`src/rtl/dnsa_pkg.sv`:
```
// ----------------------------------------------------------------------------
// dnsa_pkg
// Shared constants and types for the DNS A-record extractor: status codes,
// header layout, and the result word passed to the output stage.
// ----------------------------------------------------------------------------
package dnsa_pkg;

  // Default packet size limit in bytes
  localparam int MAX_PACKET_DEF = 512;

  // Header layout
  localparam int HDR_LEN      = 12;
  localparam int ANCOUNT_HI   = 6;
  localparam int ANCOUNT_LO   = 7;

  // Answer fixed part: type, class, TTL, rdlength
  localparam logic [3:0] FIX_LEN = 4'd10;

  // Question tail after a zero byte, and after a pointer's first byte
  localparam logic [15:0] QTAIL_LEN     = 16'd4;
  localparam logic [15:0] QTAIL_PTR_LEN = 16'd5;

  // Compression pointer mark
  localparam logic [7:0] PTR_MASK = 8'hC0;

  // Result status codes
  localparam logic [2:0] ST_FOUND = 3'd0;
  localparam logic [2:0] ST_SHORT = 3'd1;
  localparam logic [2:0] ST_NOANS = 3'd2;
  localparam logic [2:0] ST_TRUNC = 3'd3;
  localparam logic [2:0] ST_NOA   = 3'd4;

  // One result word
  typedef struct packed {
    logic [2:0]  status;
    logic [31:0] ipv4_address;
  } dnsa_result_t;

endpackage

```
`src/rtl/dnsa_parser.sv`:
```
// ----------------------------------------------------------------------------
// dnsa_parser
// Per-byte parse state of the DNS response. Each accepted byte updates the
// registered state; on the last byte the outcome is formed from the updated
// state and the state returns to the header phase.
// ----------------------------------------------------------------------------
module dnsa_parser #(
  parameter int MAX_PACKET = dnsa_pkg::MAX_PACKET_DEF
) (
  input  logic                 clk,
  input  logic                 rst,
  input  logic                 take,
  input  logic [7:0]           data_byte,
  input  logic                 last_byte,
  output dnsa_pkg::dnsa_result_t result
);
  import dnsa_pkg::*;

  localparam int OFS_W = $clog2(MAX_PACKET + 1);

  typedef enum logic [2:0] {
    PH_HEADER,
    PH_QNAME,
    PH_QTAIL,
    PH_ANAME,
    PH_AFIX,
    PH_RDATA,
    PH_DONE
  } phase_t;

  phase_t           parse_phase, parse_phase_next;
  logic [OFS_W-1:0] byte_offset, byte_offset_next;
  logic [15:0]      skip_count, skip_count_next;
  logic [15:0]      answers_left, answers_left_next;
  logic [15:0]      record_type, record_type_next;
  logic [15:0]      record_class, record_class_next;
  logic [15:0]      rdata_length, rdata_length_next;
  logic [31:0]      address_capture, address_capture_next;
  logic [2:0]       final_status, final_status_next;

  logic             name_end;
  logic             name_ptr;
  logic [3:0]       fix_idx;
  logic [2:0]       out_status;

  // Name byte: label length, zero terminator or compression pointer
  assign name_end = (skip_count == 16'd0) &&
                    ((data_byte == 8'd0) || ((data_byte & PTR_MASK) == PTR_MASK));
  assign name_ptr = (data_byte & PTR_MASK) == PTR_MASK;
  assign fix_idx  = FIX_LEN - skip_count[3:0];

  // Next parse state for one byte
  always_comb begin
    parse_phase_next     = parse_phase;
    byte_offset_next     = byte_offset;
    skip_count_next      = skip_count;
    answers_left_next    = answers_left;
    record_type_next     = record_type;
    record_class_next    = record_class;
    rdata_length_next    = rdata_length;
    address_capture_next = address_capture;
    final_status_next    = final_status;

    if (byte_offset < OFS_W'(MAX_PACKET)) begin
      byte_offset_next = byte_offset + OFS_W'(1);
      unique case (parse_phase)
        PH_HEADER: begin
          if (byte_offset == OFS_W'(ANCOUNT_HI)) begin
            answers_left_next = {data_byte, 8'h00};
          end else if (byte_offset == OFS_W'(ANCOUNT_LO)) begin
            answers_left_next = {answers_left[15:8], data_byte};
          end
          if (byte_offset == OFS_W'(HDR_LEN - 1)) begin
            if (answers_left == 16'd0) begin
              parse_phase_next  = PH_DONE;
              final_status_next = ST_NOANS;
            end else begin
              parse_phase_next = PH_QNAME;
              skip_count_next  = 16'd0;
            end
          end
        end
        PH_QNAME, PH_ANAME: begin
          if (skip_count != 16'd0) begin
            skip_count_next = skip_count - 16'd1;
          end else if (name_end) begin
            if (parse_phase == PH_QNAME) begin
              parse_phase_next = PH_QTAIL;
              skip_count_next  = name_ptr ? QTAIL_PTR_LEN : QTAIL_LEN;
            end else begin
              parse_phase_next = PH_AFIX;
              skip_count_next  = name_ptr ? 16'(FIX_LEN) + 16'd1 : 16'(FIX_LEN);
            end
          end else begin
            skip_count_next = {8'h00, data_byte};
          end
        end
        PH_QTAIL: begin
          skip_count_next = skip_count - 16'd1;
          if (skip_count == 16'd1) begin
            parse_phase_next = PH_ANAME;
          end
        end
        PH_AFIX: begin
          // Capture type, class and rdlength; skip the TTL
          if (skip_count <= 16'(FIX_LEN)) begin
            case (fix_idx)
              4'd0:    record_type_next  = {data_byte, 8'h00};
              4'd1:    record_type_next  = {record_type[15:8], data_byte};
              4'd2:    record_class_next = {data_byte, 8'h00};
              4'd3:    record_class_next = {record_class[15:8], data_byte};
              4'd8:    rdata_length_next = {data_byte, 8'h00};
              4'd9:    rdata_length_next = {rdata_length[15:8], data_byte};
              default: ;
            endcase
          end
          skip_count_next = skip_count - 16'd1;
          if (skip_count == 16'd1) begin
            if (rdata_length_next == 16'd0) begin
              answers_left_next = answers_left - 16'd1;
              if (answers_left == 16'd1) begin
                parse_phase_next  = PH_DONE;
                final_status_next = ST_NOA;
              end else begin
                parse_phase_next = PH_ANAME;
                skip_count_next  = 16'd0;
              end
            end else begin
              parse_phase_next     = PH_RDATA;
              skip_count_next      = rdata_length_next;
              address_capture_next = 32'd0;
            end
          end
        end
        PH_RDATA: begin
          address_capture_next = {address_capture[23:0], data_byte};
          skip_count_next      = skip_count - 16'd1;
          if (skip_count == 16'd1) begin
            if (record_type == 16'd1 && record_class == 16'd1 &&
                rdata_length == 16'd4) begin
              parse_phase_next  = PH_DONE;
              final_status_next = ST_FOUND;
            end else begin
              answers_left_next = answers_left - 16'd1;
              if (answers_left == 16'd1) begin
                parse_phase_next  = PH_DONE;
                final_status_next = ST_NOA;
              end else begin
                parse_phase_next = PH_ANAME;
                skip_count_next  = 16'd0;
              end
            end
          end
        end
        PH_DONE: ;
        default: ;
      endcase
    end
  end

  // Outcome as seen after this byte
  always_comb begin
    if (parse_phase_next == PH_DONE) begin
      out_status = final_status_next;
    end else if (parse_phase_next == PH_HEADER) begin
      out_status = ST_SHORT;
    end else begin
      out_status = ST_TRUNC;
    end
  end

  assign result.status       = out_status;
  assign result.ipv4_address = (out_status == ST_FOUND) ? address_capture_next : 32'd0;

  // Hold parse state; clear it after the last byte
  always_ff @(posedge clk) begin
    if (rst || (take && last_byte)) begin
      parse_phase     <= PH_HEADER;
      byte_offset     <= '0;
      skip_count      <= '0;
      answers_left    <= '0;
      record_type     <= '0;
      record_class    <= '0;
      rdata_length    <= '0;
      address_capture <= '0;
      final_status    <= ST_FOUND;
    end else if (take) begin
      parse_phase     <= parse_phase_next;
      byte_offset     <= byte_offset_next;
      skip_count      <= skip_count_next;
      answers_left    <= answers_left_next;
      record_type     <= record_type_next;
      record_class    <= record_class_next;
      rdata_length    <= rdata_length_next;
      address_capture <= address_capture_next;
      final_status    <= final_status_next;
    end
  end

endmodule

```
`src/rtl/dnsa_out_reg.sv`:
```
// ----------------------------------------------------------------------------
// dnsa_out_reg
// Result register: holds one result word until the consumer takes it.
// ----------------------------------------------------------------------------
module dnsa_out_reg (
  input  logic                  clk,
  input  logic                  rst,
  input  logic                  load,
  input  dnsa_pkg::dnsa_result_t load_word,
  output logic                  slot_free,
  output logic                  result_valid,
  input  logic                  result_ready,
  output dnsa_pkg::dnsa_result_t result_word
);
  import dnsa_pkg::*;

  logic         word_valid;
  dnsa_result_t word;

  // Slot opens when empty or when the held word leaves this cycle
  assign slot_free    = !word_valid || result_ready;
  assign result_valid = word_valid;
  assign result_word  = word;

  // Control: valid flag
  always_ff @(posedge clk) begin
    if (rst) begin
      word_valid <= 1'b0;
    end else if (load) begin
      word_valid <= 1'b1;
    end else if (result_ready) begin
      word_valid <= 1'b0;
    end
  end

  // Payload: load a new word
  always_ff @(posedge clk) begin
    if (load) begin
      word <= load_word;
    end
  end

endmodule

```
`src/rtl/dns_a_record_extractor.sv`:
```
// ----------------------------------------------------------------------------
// dns_a_record_extractor
// Takes a DNS response one byte per cycle and reports the first A record.
// ----------------------------------------------------------------------------
// Accepts one response byte every cycle; each byte updates the parse state in
// the cycle it is taken. On the byte marked last, one result (status and IPv4
// address) appears on the result channel in the following cycle and is held
// in a single output register until taken. Bytes without the last mark are
// taken even while a result waits; data_ready drops only when a last byte
// arrives while the previous result is still unread. Bytes beyond MAX_PACKET
// are dropped, but their last mark still produces a result.
module dns_a_record_extractor #(
  parameter int MAX_PACKET = dnsa_pkg::MAX_PACKET_DEF
) (
  input  logic        clk,
  input  logic        rst,
  input  logic        data_valid,
  output logic        data_ready,
  input  logic [7:0]  data_byte,
  input  logic        last_byte,
  output logic        result_valid,
  input  logic        result_ready,
  output logic [2:0]  status,
  output logic [31:0] ipv4_address
);
  import dnsa_pkg::*;

  logic         take;
  logic         slot_free;
  dnsa_result_t parse_result;
  dnsa_result_t held_result;

  // Take a byte unless it ends a packet and the result slot is busy
  assign data_ready = slot_free || !last_byte;
  assign take       = data_valid && data_ready;

  dnsa_parser #(
    .MAX_PACKET(MAX_PACKET)
  ) u_parser (
    .clk       (clk),
    .rst       (rst),
    .take      (take),
    .data_byte (data_byte),
    .last_byte (last_byte),
    .result    (parse_result)
  );

  dnsa_out_reg u_out_reg (
    .clk          (clk),
    .rst          (rst),
    .load         (take && last_byte),
    .load_word    (parse_result),
    .slot_free    (slot_free),
    .result_valid (result_valid),
    .result_ready (result_ready),
    .result_word  (held_result)
  );

  assign status       = held_result.status;
  assign ipv4_address = held_result.ipv4_address;

`ifndef NO_ASSERTIONS
  // A packet end always produces a result next cycle
  a_end_gives_result: assert property (@(posedge clk) disable iff (rst)
    data_valid && data_ready && last_byte |=> result_valid)
    else $error("no result after last byte");

  // Stall only for a last byte meeting an unread result
  a_stall_reason: assert property (@(posedge clk) disable iff (rst)
    !data_ready |-> result_valid && !result_ready && last_byte)
    else $error("input stalled without cause");

  // Address is zero unless a record was found
  a_addr_zero: assert property (@(posedge clk) disable iff (rst)
    result_valid && status != ST_FOUND |-> ipv4_address == 32'd0)
    else $error("address set on a failed lookup");

  // Status stays within the defined codes
  a_status_range: assert property (@(posedge clk) disable iff (rst)
    result_valid |-> status <= ST_NOA)
    else $error("undefined status code");
`endif

endmodule
```
`config.mk`:
```
export PLATFORM = sky130hd
export DESIGN_NAME = dns_a_record_extractor
export DESIGN_NICKNAME = d
export VERILOG_FILES = /design/src/rtl/dnsa_pkg.sv /design/src/rtl/dnsa_parser.sv /design/src/rtl/dnsa_out_reg.sv /design/src/rtl/dns_a_record_extractor.sv
export SDC_FILE = /design/constraint.sdc
export NUM_CORES = 1
export LEC_CHECK = 0
export BUFFER_PORTS_ARGS = -buffer_cell sky130_fd_sc_hd__buf_2
export CAP_MARGIN = 40
export CELL_PAD_IN_SITES_DETAIL_PLACEMENT = 0
export CELL_PAD_IN_SITES_GLOBAL_PLACEMENT = 1
export CORE_ASPECT_RATIO = 1.1
export CORE_UTILIZATION = 30
export DETAILED_ROUTE_END_ITERATION = 8
export GPL_ROUTABILITY_DRIVEN = 1
export PLACE_DENSITY_LB_ADDON = 0.12
export SYNTH_ARGS = -nofsm -noshare
export SYNTH_HDL_FRONTEND = slang
export SYNTH_HIERARCHICAL = 1
export SYNTH_SLANG_ARGS = --single-unit
```
`constraint.sdc`:
```
create_clock -name clk -period 3.8 [get_ports clk]
set_clock_uncertainty 0.1 [all_clocks]
set_input_delay 0.76 -clock clk [delete_from_list [all_inputs] [get_ports clk]]
set_output_delay 0.76 -clock clk [all_outputs]
set_load 0.05 [all_outputs]
```
# ---- Yosys cells after proc, flatten, opt, wreduce, memory -nomap -nowiden
# Cells that the tools add are included.
dict set report totals {
  ramBits 0
  latchBits 0
  romBits 0
  memories 0
  word_cells 142
  ff_bits 164
  out_inout_bits 37
  in_bits 13
}
dict set report op_classes {
  addsub 4
  bitwise_logic 2
  n_reduce_logical 35
  n_lt_le_gt_ge 2
  n_shift 0
  eq_ne 28
  n_mul 0
  muxes 56
  div 0
}
# op n
set op_table {}
lappend op_table {{$mux 16} 18}
lappend op_table {{$mux 32} 3}
lappend op_table {{$pmux 16 s2} 3}
lappend op_table {{$pmux 16 s5} 1}
lappend op_table {{$eq 16x1->1 const B} 4}
lappend op_table {{$pmux 32 s2} 1}
lappend op_table {{$mux 3} 21}
lappend op_table {{$logic_not 16->1} 3}
lappend op_table {{$pmux 16 s3} 1}
lappend op_table {{$sub 16x1->16 const B} 2}
lappend op_table {{$eq 10x3->1 const B} 2}
lappend op_table {{$eq 16x3->1 const B} 1}
lappend op_table {{$le 16x4->1 const B} 1}
lappend op_table {{$reduce_and 8->1} 2}
lappend op_table {{$reduce_bool 16->1} 1}
lappend op_table {{$pmux 3 s5} 1}
lappend op_table {{$reduce_and 5->1} 3}
lappend op_table {{$reduce_and 6->1} 2}
lappend op_table {{$add 10x1->10 const B} 1}
lappend op_table {{$eq 10x4->1 const B} 1}
lappend op_table {{$lt 10x10->1 const B} 1}
lappend op_table {{$ne 2x1->1 const B} 5}
lappend op_table {{$eq 3x3->1 const B} 3}
lappend op_table {{$logic_not 3->1} 3}
lappend op_table {{25 further kinds} 43}

# ---- Logic depth before layout (Yosys ltp)
# Gate-level depths: netlist of run 1.
dict set report depth {
  word_depth 15
  ltp_mapped 13
}

# ---- Hierarchy
# Netlist of run 1, hierarchy kept.
# mod area_each_um2 instances cells_each
set by_module_without_submodules {}
lappend by_module_without_submodules {dnsa_parser 7652.3 1 943}
lappend by_module_without_submodules {dnsa_out_reg 1097.3 1 39}
lappend by_module_without_submodules {dns_a_record_extractor 30.0 1 3}

# ---- Worst setup path after synthesis of run 1
# OpenSTA, ideal clock, no wires.
dict set report synth_timing {
  path_kind {register to register}
  start {register u_parser.answers_left[0]}
  end {register u_out_reg.word (netlist bit u_out_reg/result_word[10]) (data pin)}
  setup_ps 149
  n_path_buf 2
  arrival_ps 3437
  path_stages_with_launch 13
  setup_slack_ps 114
  synth_period_minus_slack_ps 3686
  cell_sequence {dfxtp_1 -> inv_1 -> ha_1 -> or4b_1 -> nor4_1 -> o21ai_0 -> a221o_1 -> o41ai_2 -> o221ai_2 -> or4_4 -> buf_6 -> buf_12 -> nor3b_2}
}
dict set report synth_between {
  elab_chain_len 10
}
# item line
set synth_rtl {}
lappend synth_rtl {{start, declared} dnsa_parser.sv:34} ;# logic [15:0] answers_left, answers_left_next;
lappend synth_rtl {{start signal, assigned} dnsa_parser.sv:191} ;# answers_left <= answers_left_next;
lappend synth_rtl {{$eq 16x1->1} {dnsa_parser.sv:121, dnsa_parser.sv:145}}
lappend synth_rtl {{$mux 3} {dnsa_parser.sv:121, dnsa_parser.sv:145}}
lappend synth_rtl {{$mux 3, on equally long branches} {dnsa_parser.sv:139, dnsa_parser.sv:119}}
lappend synth_rtl {{$mux 3, on equally long branches} {dnsa_parser.sv:138, dnsa_parser.sv:118}}
lappend synth_rtl {{$pmux 3 s5} dnsa_parser.sv:66} ;# unique case (parse_phase)
lappend synth_rtl {{$mux 3} dnsa_parser.sv:64} ;# if (byte_offset < OFS_W'(MAX_PACKET)) begin
lappend synth_rtl {{$logic_not 3->1} dnsa_parser.sv:165} ;# end else if (parse_phase_next == PH_HEADER) begin
lappend synth_rtl {{$mux 2} dnsa_parser.sv:165}
lappend synth_rtl {{$mux 3 *} dnsa_parser.sv:163} ;# if (parse_phase_next == PH_DONE) begin
lappend synth_rtl {{$logic_not 3->1 *} dnsa_parser.sv:173} ;# assign result.ipv4_address = (out_status == ST_FOUND) ? address_capture_next : 32'd0;
lappend synth_rtl {{end signal, assigned} dnsa_out_reg.sv:39} ;# word <= load_word;
lappend synth_rtl {{end, declared} dnsa_out_reg.sv:18} ;# dnsa_result_t word;
# Mark *: on every way between the ends. The rest lies on a longest branch, timed or not.
# A chain may end at the register's enable or synchronous reset.

# ---- Worst setup path in the final report of run 1
dict set report layout_timing {
  start {register u_parser.skip_count[9]}
  end {register u_out_reg.word (netlist bit u_out_reg/result_word[21]) (data pin)}
}
dict set report layout_between {
  elab_chain_len 13
}
# item line
set layout_rtl {}
lappend layout_rtl {{start, declared} dnsa_parser.sv:33} ;# logic [15:0] skip_count, skip_count_next;
lappend layout_rtl {{start signal, assigned} dnsa_parser.sv:190} ;# skip_count <= skip_count_next;
lappend layout_rtl {{$le 16x4->1} dnsa_parser.sv:106} ;# if (skip_count <= 16'(FIX_LEN)) begin
lappend layout_rtl {{$mux 16} dnsa_parser.sv:106}
lappend layout_rtl {{$mux 16} dnsa_parser.sv:66}
lappend layout_rtl {{$mux 16} dnsa_parser.sv:64}
lappend layout_rtl {{$logic_not 16->1} dnsa_parser.sv:119} ;# if (rdata_length_next == 16'd0) begin
lappend layout_rtl {{$mux 3} dnsa_parser.sv:119}
lappend layout_rtl {{$mux 3} dnsa_parser.sv:118} ;# if (skip_count == 16'd1) begin
lappend layout_rtl {{$pmux 3 s5} dnsa_parser.sv:66}
lappend layout_rtl {{$mux 3} dnsa_parser.sv:64}
lappend layout_rtl {{$logic_not 3->1} dnsa_parser.sv:165}
lappend layout_rtl {{$mux 2} dnsa_parser.sv:165}
lappend layout_rtl {{$mux 3} dnsa_parser.sv:163}
lappend layout_rtl {{$logic_not 3->1} dnsa_parser.sv:173}
# Parallel ways exist; a longest one is shown, timed or not. The select of a mux whose other input is x is not followed.

==> implementation parameters, run 1 <==
Parameter                              Value

Global routing
  Total grt overflow    0
  Most used routing layer in global routing    met2
  Number of global-route vias before repair    7,518
  Global Route Usage Sum    20.40%
  Met3 Track Usage GR    3.289%
  First-pass GRT wire length    46,230 um
  Pin count of the biggest net entering global routing    57
  Global routing met1 resource utilization    28.53%
  Initial antenna violation count    0
  GR Layer Usage met2    31.95%

Worst setup path
  Data required time at the worst endpoint    3980 ps
  Critical Setup Path Class    flip-flop to flip-flop
  Endpoint of the most critical register-to-register path    u_out_reg/result_word[21]
  Startpoint of the worst register-to-register path    u_parser/skip_count[9]
  R2r setup slk    60 ps
  Depth of the worst register-to-register path    9
  Launch point of the critical path    u_parser/skip_count[9]
  Crit end category    flip-flop
  Signal arrival time at the worst endpoint    3920 ps
  Critical Path Fanout Max    32
  CP Capture Point    u_out_reg/result_word[21]
  Startpoint types    flip-flop

Synth
  Area share of the largest cell type after synthesis    29.41%
  Synthesized flop and latch total    164
  Distinct cell type count of the synthesized netlist    76
  Gate Count Post-Synth    985
  Yosys synthesis warning count    6
  Synth top area cells    sky130_fd_sc_hd__dfxtp_1 (29%), sky130_fd_sc_hd__edfxtp_1 (12%), sky130_fd_sc_hd__a22oi_1 (6.2%), sky130_fd_sc_hd__nor2_1 (5.0%), sky130_fd_sc_hd__nor3b_2 (4.3%)
  Post-synthesis instance area    8780 um^2
  Number of synthesized flops with an enable pin    35
  Mean instance size in the synthesized netlist    8.913 um^2
  Fraction of the yosys area taken by sequential cells    41.39%
  Cell type with the largest total area after synthesis    sky130_fd_sc_hd__dfxtp_1
  Post-synth net total    1,008
  Most used DFF post-synth    sky130_fd_sc_hd__dfxtp_1
  Async set or reset register ratio after synthesis    0%

Timing
  F_max    0.2676 GHz
  Least-Margin Pin Slew    776.3 ps
  Unrepaired setup endpoints after global routing    true
  Worst slew slack as a fraction of its limit    48.01%
  Total Negative Setup Slacks    0 ps
  Final setup violating endpoints    0
  Final hold violations    0
  Number of pins exceeding their max-slew limit in the final report    0
  Shortest period the worst path allows    3737 ps
  Fraction of the cycle the final worst path needs    98.34%

Clocking
  Clock tree from TritonCTS    built
  Number of buffers created by CTS    17
  Number of clock sinks seen by CTS    164
  Root buffer selected by CTS    sky130_fd_sc_hd__clkbuf_16
  Longest Clk Path Bufs    2
  Insertion delay of the later-clocked pin in the worst-skew pair    440 ps
  H-tree levels    4
  Clock-pin slew on the worst setup and hold paths    70 ps

Outcome
  Outcome    finished, final reports clean

Power and ir drop
  Net switching power figure    1.400 mW
  Cell-internal power    3.078 mW
  Clock share of power    38.6%
  Sequential share of power    41.1%
  Switching Share    31.26%
  VDD IR-drop max    0.3015 mV
  Power per Cell Area    425.9 nW/um^2
  Total leakage power    3.740 nW
  Combinational power share    20.3%

Place
  Routability Congestion    0.8853
  I/O Buffers    49
  Final HPWL from detailed placement    21,110 um

Die
  Die outline area    29,950 um^2
  Core area    28,710 um^2
  Die X    165.1 um
  Vertical extent of the die    181.4 um
  Initial core utilization    30.58%
  Placement Rows    65
  IO Pins    50

Final layout
  Fraction of layout instances using a drive strength above 1    21.67%
  Ant diodes    0
  Filler cell count in the final layout    2,995
  Layout area overhead    19.77%
  Number of nets in the finished design    1,090
  Final standard cell utilization of the core    36.63%

Drt
  WL final    29,870 um
  Detailed-route vias per instance    5.555
  Count of vias placed by the detailed router    8,043
  First-pass DRT Iterations    5
  Antenna violation net count after detailed routing    0
  Initial DRC Count    575
  Routed length per placed instance    20.63 um
  DRC violations left    0

Job
  Max-cap violation count    0

Hold path
  Classification of the worst-slack hold path    flip-flop to flip-flop
## cell type report
class / instances / area [um^2] / share of cell area, %
clock buffer: 18 / 429.2 / 4.081
clock inverter: 14 / 142.6 / 1.356
inverter: 18 / 67.56 / 0.6426
multi-input combinational: 721 / 4753 / 45.20
sequential: 164 / 3633 / 34.55
tap: 368 / 460.4 / 4.379
timing repair buffer: 145 / 1028 / 9.781
## cells in the final DEF (no fill, tap or decap), types with 17 or more instances in the layout
cell type,instances
sky130_fd_sc_hd__dfxtp_1,129
sky130_fd_sc_hd__nor2_1,115
sky130_fd_sc_hd__buf_4,91
sky130_fd_sc_hd__a22oi_1,73
sky130_fd_sc_hd__nand2_1,57
sky130_fd_sc_hd__buf_2,49
sky130_fd_sc_hd__a21oi_1,44
sky130_fd_sc_hd__nor3_1,36
sky130_fd_sc_hd__o21ai_0,36
sky130_fd_sc_hd__a22o_1,36
sky130_fd_sc_hd__edfxtp_1,35
sky130_fd_sc_hd__nor3b_2,31
sky130_fd_sc_hd__nand3_1,25
sky130_fd_sc_hd__nor4_1,21
sky130_fd_sc_hd__a31oi_1,20
sky130_fd_sc_hd__inv_1,18
sky130_fd_sc_hd__clkbuf_16,17
## registers in the layout (all words and copies together) (netlist names)
register and count:
u_parser/parse_phase 3, u_parser/answers_left 16, u_parser/address_capture 32, u_parser/final_status 3, u_parser/skip_count 16, u_parser/record_type 16
u_out_reg/result_word 35, u_out_reg/result_valid 1, u_parser/record_class 16, u_parser/byte_offset 10, u_parser/rdata_length 16
## worst min-delay path by stage
stage | depth (start not counted) | from | endpoint | slack [ps]
floorplan | 2 | u_parser/final_status[0] | u_parser/final_status[0] | 310
global placement | 2 | u_parser/final_status[0] | u_parser/final_status[0] | 330
detailed placement | 2 | u_parser/final_status[0] | u_parser/final_status[0] | 340
CTS | 2 | u_parser/final_status[0] | u_parser/final_status[0] | 360
global route | 2 | u_parser/final_status[0] | u_parser/final_status[0] | 390
finish | 2 | u_parser/final_status[0] | u_parser/final_status[0] | 350
## per-layer routing
metal | vias up | share of wire (%)
met5 | - | 0
met4 | 0 | 1.8
met2 | 230 | 46
met1 | 3902 | 47
met3 | 32 | 5.1
li1 | 3879 | -
## cells in the mapped netlist, types with 4 or more instances
cell type and number:
sky130_fd_sc_hd__dfxtp_1 129, sky130_fd_sc_hd__nor2_1 116, sky130_fd_sc_hd__a22oi_1 73, sky130_fd_sc_hd__clkbuf_1 72, sky130_fd_sc_hd__nand2_1 57, sky130_fd_sc_hd__a21oi_1 45
sky130_fd_sc_hd__nor3_1 37, sky130_fd_sc_hd__o21ai_0 37, sky130_fd_sc_hd__a22o_1 36, sky130_fd_sc_hd__edfxtp_1 35, sky130_fd_sc_hd__nor3b_2 30, sky130_fd_sc_hd__nand3_1 25
sky130_fd_sc_hd__nor4_1 22, sky130_fd_sc_hd__a31oi_1 20, sky130_fd_sc_hd__inv_1 18, sky130_fd_sc_hd__mux2i_1 16, sky130_fd_sc_hd__nand4_1 16, sky130_fd_sc_hd__xnor2_1 15
sky130_fd_sc_hd__ha_1 10, sky130_fd_sc_hd__o31ai_1 10, sky130_fd_sc_hd__a211oi_1 9, sky130_fd_sc_hd__xor2_1 9, sky130_fd_sc_hd__and2_1 8, sky130_fd_sc_hd__and3_1 8
sky130_fd_sc_hd__nand2b_1 8, sky130_fd_sc_hd__a221oi_1 7, sky130_fd_sc_hd__or2_2 7, sky130_fd_sc_hd__or3_1 7, sky130_fd_sc_hd__nand3b_1 6, sky130_fd_sc_hd__nor4b_1 6
sky130_fd_sc_hd__nor2b_1 5, sky130_fd_sc_hd__or4_1 5, sky130_fd_sc_hd__nor3b_1 4, sky130_fd_sc_hd__o21a_1 4, sky130_fd_sc_hd__o21ai_1 4, sky130_fd_sc_hd__o22ai_1 4
## critical path: stages (launching register included)
cell                       delay [ps]
sky130_fd_sc_hd__dfxtp_1          330
sky130_fd_sc_hd__or4_4            560
sky130_fd_sc_hd__or4_4            470
sky130_fd_sc_hd__o31a_1           340
sky130_fd_sc_hd__o221a_4          270
sky130_fd_sc_hd__o41ai_4          400
sky130_fd_sc_hd__o221ai_2         150
sky130_fd_sc_hd__or4_4            550
sky130_fd_sc_hd__buf_12           190
sky130_fd_sc_hd__nor3b_2          190
## cell families after synthesis
group	synth area share, %
buffers and inverters	4.959
AO/OA/AOI/OAI	23.24
AND/OR/NAND/NOR	24.77
XOR/XNOR	2.394
flip-flops	41.39
adder cells (fa/ha/maj)	1.425
multiplexers	1.824
## metrics by stage
step | power [mW] | std cells | worst slack [ps] | hold WS (ps) | instance area [um^2]
detailed placement | 2.777 | 1416 | -275.5 | 343.8 | 9908
floorplan | 2.412 | 985 | 113.9 | 312.1 | 8780
finish | 4.479 | 1448 | 63.10 | 353.0 | 10520
global route | 4.677 | 1448 | -24.76 | 386.7 | 10520
global placement | 2.782 | 1415 | -52.02 | 332.7 | 9888
CTS | 4.529 | 1448 | 0.03597 | 361.4 | 10500
## power by group through the flow
stage / registers (mW) / logic [mW] / clock network [mW]
global placement: 1.88 / 0.901 / 0
floorplan: 1.93 / 0.486 / 0
CTS: 1.84 / 0.905 / 1.78
finish: 1.84 / 0.909 / 1.73
global route: 1.85 / 0.986 / 1.84
detailed placement: 1.88 / 0.897 / 0
## timing repair
item                                   4_1_cts  5_1_grt
pin swaps                                    0        2
setup buffers                                0        0
resized for setup                            2        5
setup endpoints to repair                    7       34
endpoints found under the hold margin        0        0
hold buffers                                 0        0
Power figures use the tool's default switching activity.
==> run 2, diff against run 1 <==
--- a/config.mk
+++ b/config.mk
@@ -10,7 +10,7 @@
 export CELL_PAD_IN_SITES_DETAIL_PLACEMENT = 0
 export CELL_PAD_IN_SITES_GLOBAL_PLACEMENT = 1
 export CORE_ASPECT_RATIO = 1.1
-export CORE_UTILIZATION = 30
+export CORE_UTILIZATION = 43
 export DETAILED_ROUTE_END_ITERATION = 8
 export GPL_ROUTABILITY_DRIVEN = 1
 export PLACE_DENSITY_LB_ADDON = 0.12
==> run 2 against run 1 <==
Effect of this change:
- the run now ends with DRC left
- combinational power shrank 7.3%
- sequential cell count is the same
- hold slack gained 17 ps
- first-iteration DRC count grew 3.0%
- utilization grew 15 points
- largest power group unchanged
==> implementation parameters, run 2 (synthesis results as in run 1) <==
Parameter                              Value

Outcome
  Outcome    finished with violations
  Violated checks    DRC

Clocking
  Clock-pin slew on the worst setup and hold paths    80 ps (about the same)
  Longest Clk Path Bufs    2 (unchanged)
  Clock tree from TritonCTS    built
  Number of buffers created by CTS    17 (unchanged)
  Insertion delay of the later-clocked pin in the worst-skew pair    430 ps (about the same)
  Root buffer selected by CTS    sky130_fd_sc_hd__clkbuf_16
  H-tree levels    4 (unchanged)
  Post-CTS Setup Bufs    0 (unchanged)
  Number of clock sinks seen by CTS    164 (unchanged)
  Cts-stage hold buffer count    0 (unchanged)

Die
  Die X    138.2 um (-16%)
  Die outline area    20,990 um^2 (-30%)
  Core area    19,930 um^2 (-31%)
  IO Pins    50 (unchanged)
  Placement Rows    54 (-17%)
  Initial core utilization    44.05% (+13 points)
  Vertical extent of the die    151.9 um (-16%)

Global routing
  First-pass GRT wire length    42,270 um (-8.6%)
  Pin count of the biggest net entering global routing    82 (+44%)
  Number of global-route vias before repair    7,484 (-0.45%)
  Initial antenna violation count    0 (unchanged)
  Total grt overflow    0 (unchanged)
  Global Route Usage Sum    25.70% (+5.3 points)

Timing
  Shortest period the worst path allows    3673 ps (-63.66 ps)
  Final hold violations    0 (unchanged)
  Least-Margin Pin Slew    821.3 ps (+45.03 ps)
  Number of pins exceeding their max-slew limit in the final report    0 (unchanged)
  Worst slew slack as a fraction of its limit    45.25% (-2.8 points)
  Fraction of the cycle the final worst path needs    96.66% (-1.7 points)
  F_max    0.2722 GHz (+1.7%)
  Total Negative Setup Slacks    0 ps (unchanged)
  Final setup violating endpoints    0 (unchanged)

Drt
  Count of vias placed by the detailed router    7,988 (-0.68%)
  Initial DRC Count    592 (+3.0%)
  Antenna violation net count after detailed routing    0 (unchanged)
  DRC violations left    13 (+13)
  Detailed-route vias per instance    6.098 (+9.8%)
  First-pass DRT Iterations    7 (+2)
  Routed length per placed instance    20.17 um (-2.2%)
  WL final    26,420 um (-12%)

Power and ir drop
  Final Power    4.389 mW (-2.0%)
  Power per Cell Area    429.8 nW/um^2 (+0.91%)
  Total leakage power    3.626 nW (-3.1%)
  VDD IR-drop max    0.3116 mV (+3.4%)

Place
  Routability Congestion    0.9011 (+1.8%)
  I/O Buffers    49 (unchanged)
  Placement-stage cell area    9573 um^2 (-3.4%)
  Final HPWL from detailed placement    18,530 um (-12%)

Worst setup path
  Critical Setup Path Class    flip-flop to flip-flop
  Crit end category    flip-flop
  Signal arrival time at the worst endpoint    3860 ps (-60 ps)
  Startpoint types    flip-flop
  Data required time at the worst endpoint    3990 ps (about the same)
  Critical Path Fanout Max    18 (-44%)

Job
  Max-cap violation count    0 (unchanged)

Final layout
  Most frequent cells in the layout    sky130_fd_sc_hd__dfxtp_1 (128), sky130_fd_sc_hd__nor2_1 (114), sky130_fd_sc_hd__a22oi_1 (73)
  Sequential cell area in the final layout    3635 um^2 (about the same)
  Layout area overhead    16.33%
  Leading cell type in the layout, fill and taps excluded    sky130_fd_sc_hd__dfxtp_1
  Fraction of layout instances using a drive strength above 1    20.42% (-1.3 points)
  Max reg flops    35 (unchanged)
  Filler cell count in the final layout    1,882 (-37%)
  Number of nets in the finished design    1,068 (-2.0%)
  Final Cell Area    10,210 um^2 (-2.9%)
  Multi-input combinational cell area    4772 um^2 (+0.39%)
  Ant diodes    0 (unchanged)

Hold path
  Classification of the worst-slack hold path    flip-flop to flip-flop
==> run 2: changes by cell type in the layout (fill, tap and decap cells not counted), sizes merged <==
cell / previous run / this run
buf: 145 / 123
bufinv: 1 / 0
clkbuf: 18 / 17
clkinv: 3 / 4
inv: 25 / 26
==> run 2: per-stage QoR <==
step	setup WS, ps	instances	hold slack [ps]	util, %
finish	126.8	1310	369.9	51.24
global route	-7.220	1310	394.3	51.24
CTS	30.22	1310	361.0	51.02
detailed placement	-174.6	1278	350.0	48.03
global placement	-29.92	1278	346.7	48.03
floorplan	113.9	985	312.1	-
==> run 2: area by class of cell <==
cell class | instances | area share [%]
Timing Repair Buffer | 123 | 8.208
Sequential cell | 164 | 35.59
Multi-Input combinational cell | 721 | 46.72
Tap cell | 252 | 3.087
Clock buffer | 17 | 4.165
Inverter | 18 | 0.6615
Clock inverter | 15 | 1.568
==> run 2: layer usage <==
layer	track usage (%)	share of wire, %	vias up
li1	-	-	3832
met1	35.56	46	3851
met2	39.84	46	259
met3	3.876	5.2	46
met4	11.18	2.8	0
met5	0	0	-
==> run 2: worst paths after layout <==
path | endpoint | slack (ps) | startpoint | depth (start not counted)
max | u_out_reg/result_word[23] | 130 | u_parser/skip_count[10] | 9
min | u_parser/final_status[0] | 370 | u_parser/final_status[0] | 2
max reg2reg | u_out_reg/result_word[23] | 130 | u_parser/skip_count[10] | 9
min reg2reg | u_parser/final_status[0] | 370 | u_parser/final_status[0] | 2
==> run 2: worst max-delay path, stage by stage, from the launching register on <==
cell                       delay (ps)
sky130_fd_sc_hd__dfxtp_2          340
sky130_fd_sc_hd__or4_4            550
sky130_fd_sc_hd__or4_4            440
sky130_fd_sc_hd__o31a_1           320
sky130_fd_sc_hd__o221a_4          280
sky130_fd_sc_hd__o41ai_4          400
sky130_fd_sc_hd__o221ai_2         160
sky130_fd_sc_hd__or4_4            580
sky130_fd_sc_hd__buf_12           200
sky130_fd_sc_hd__nor3b_2          170
==> run 2: report_power, final <==
| group | switching, mW | total, mW | internal [mW] |
|---|---|---|---|
| Combinational | 0.537 | 0.843 | 0.306 |
| Sequential | 0.0331 | 1.85 | 1.81 |
| Clock | 0.821 | 1.70 | 0.880 |
==> run 2: repair_timing <==
action | in CTS | in global routing
setup endpoints to repair | 14 | 33
gates resized for setup | 2 | 10
pin swaps | 0 | 2
hold endpoints to repair | 0 | 0
cloned | 0 | 0
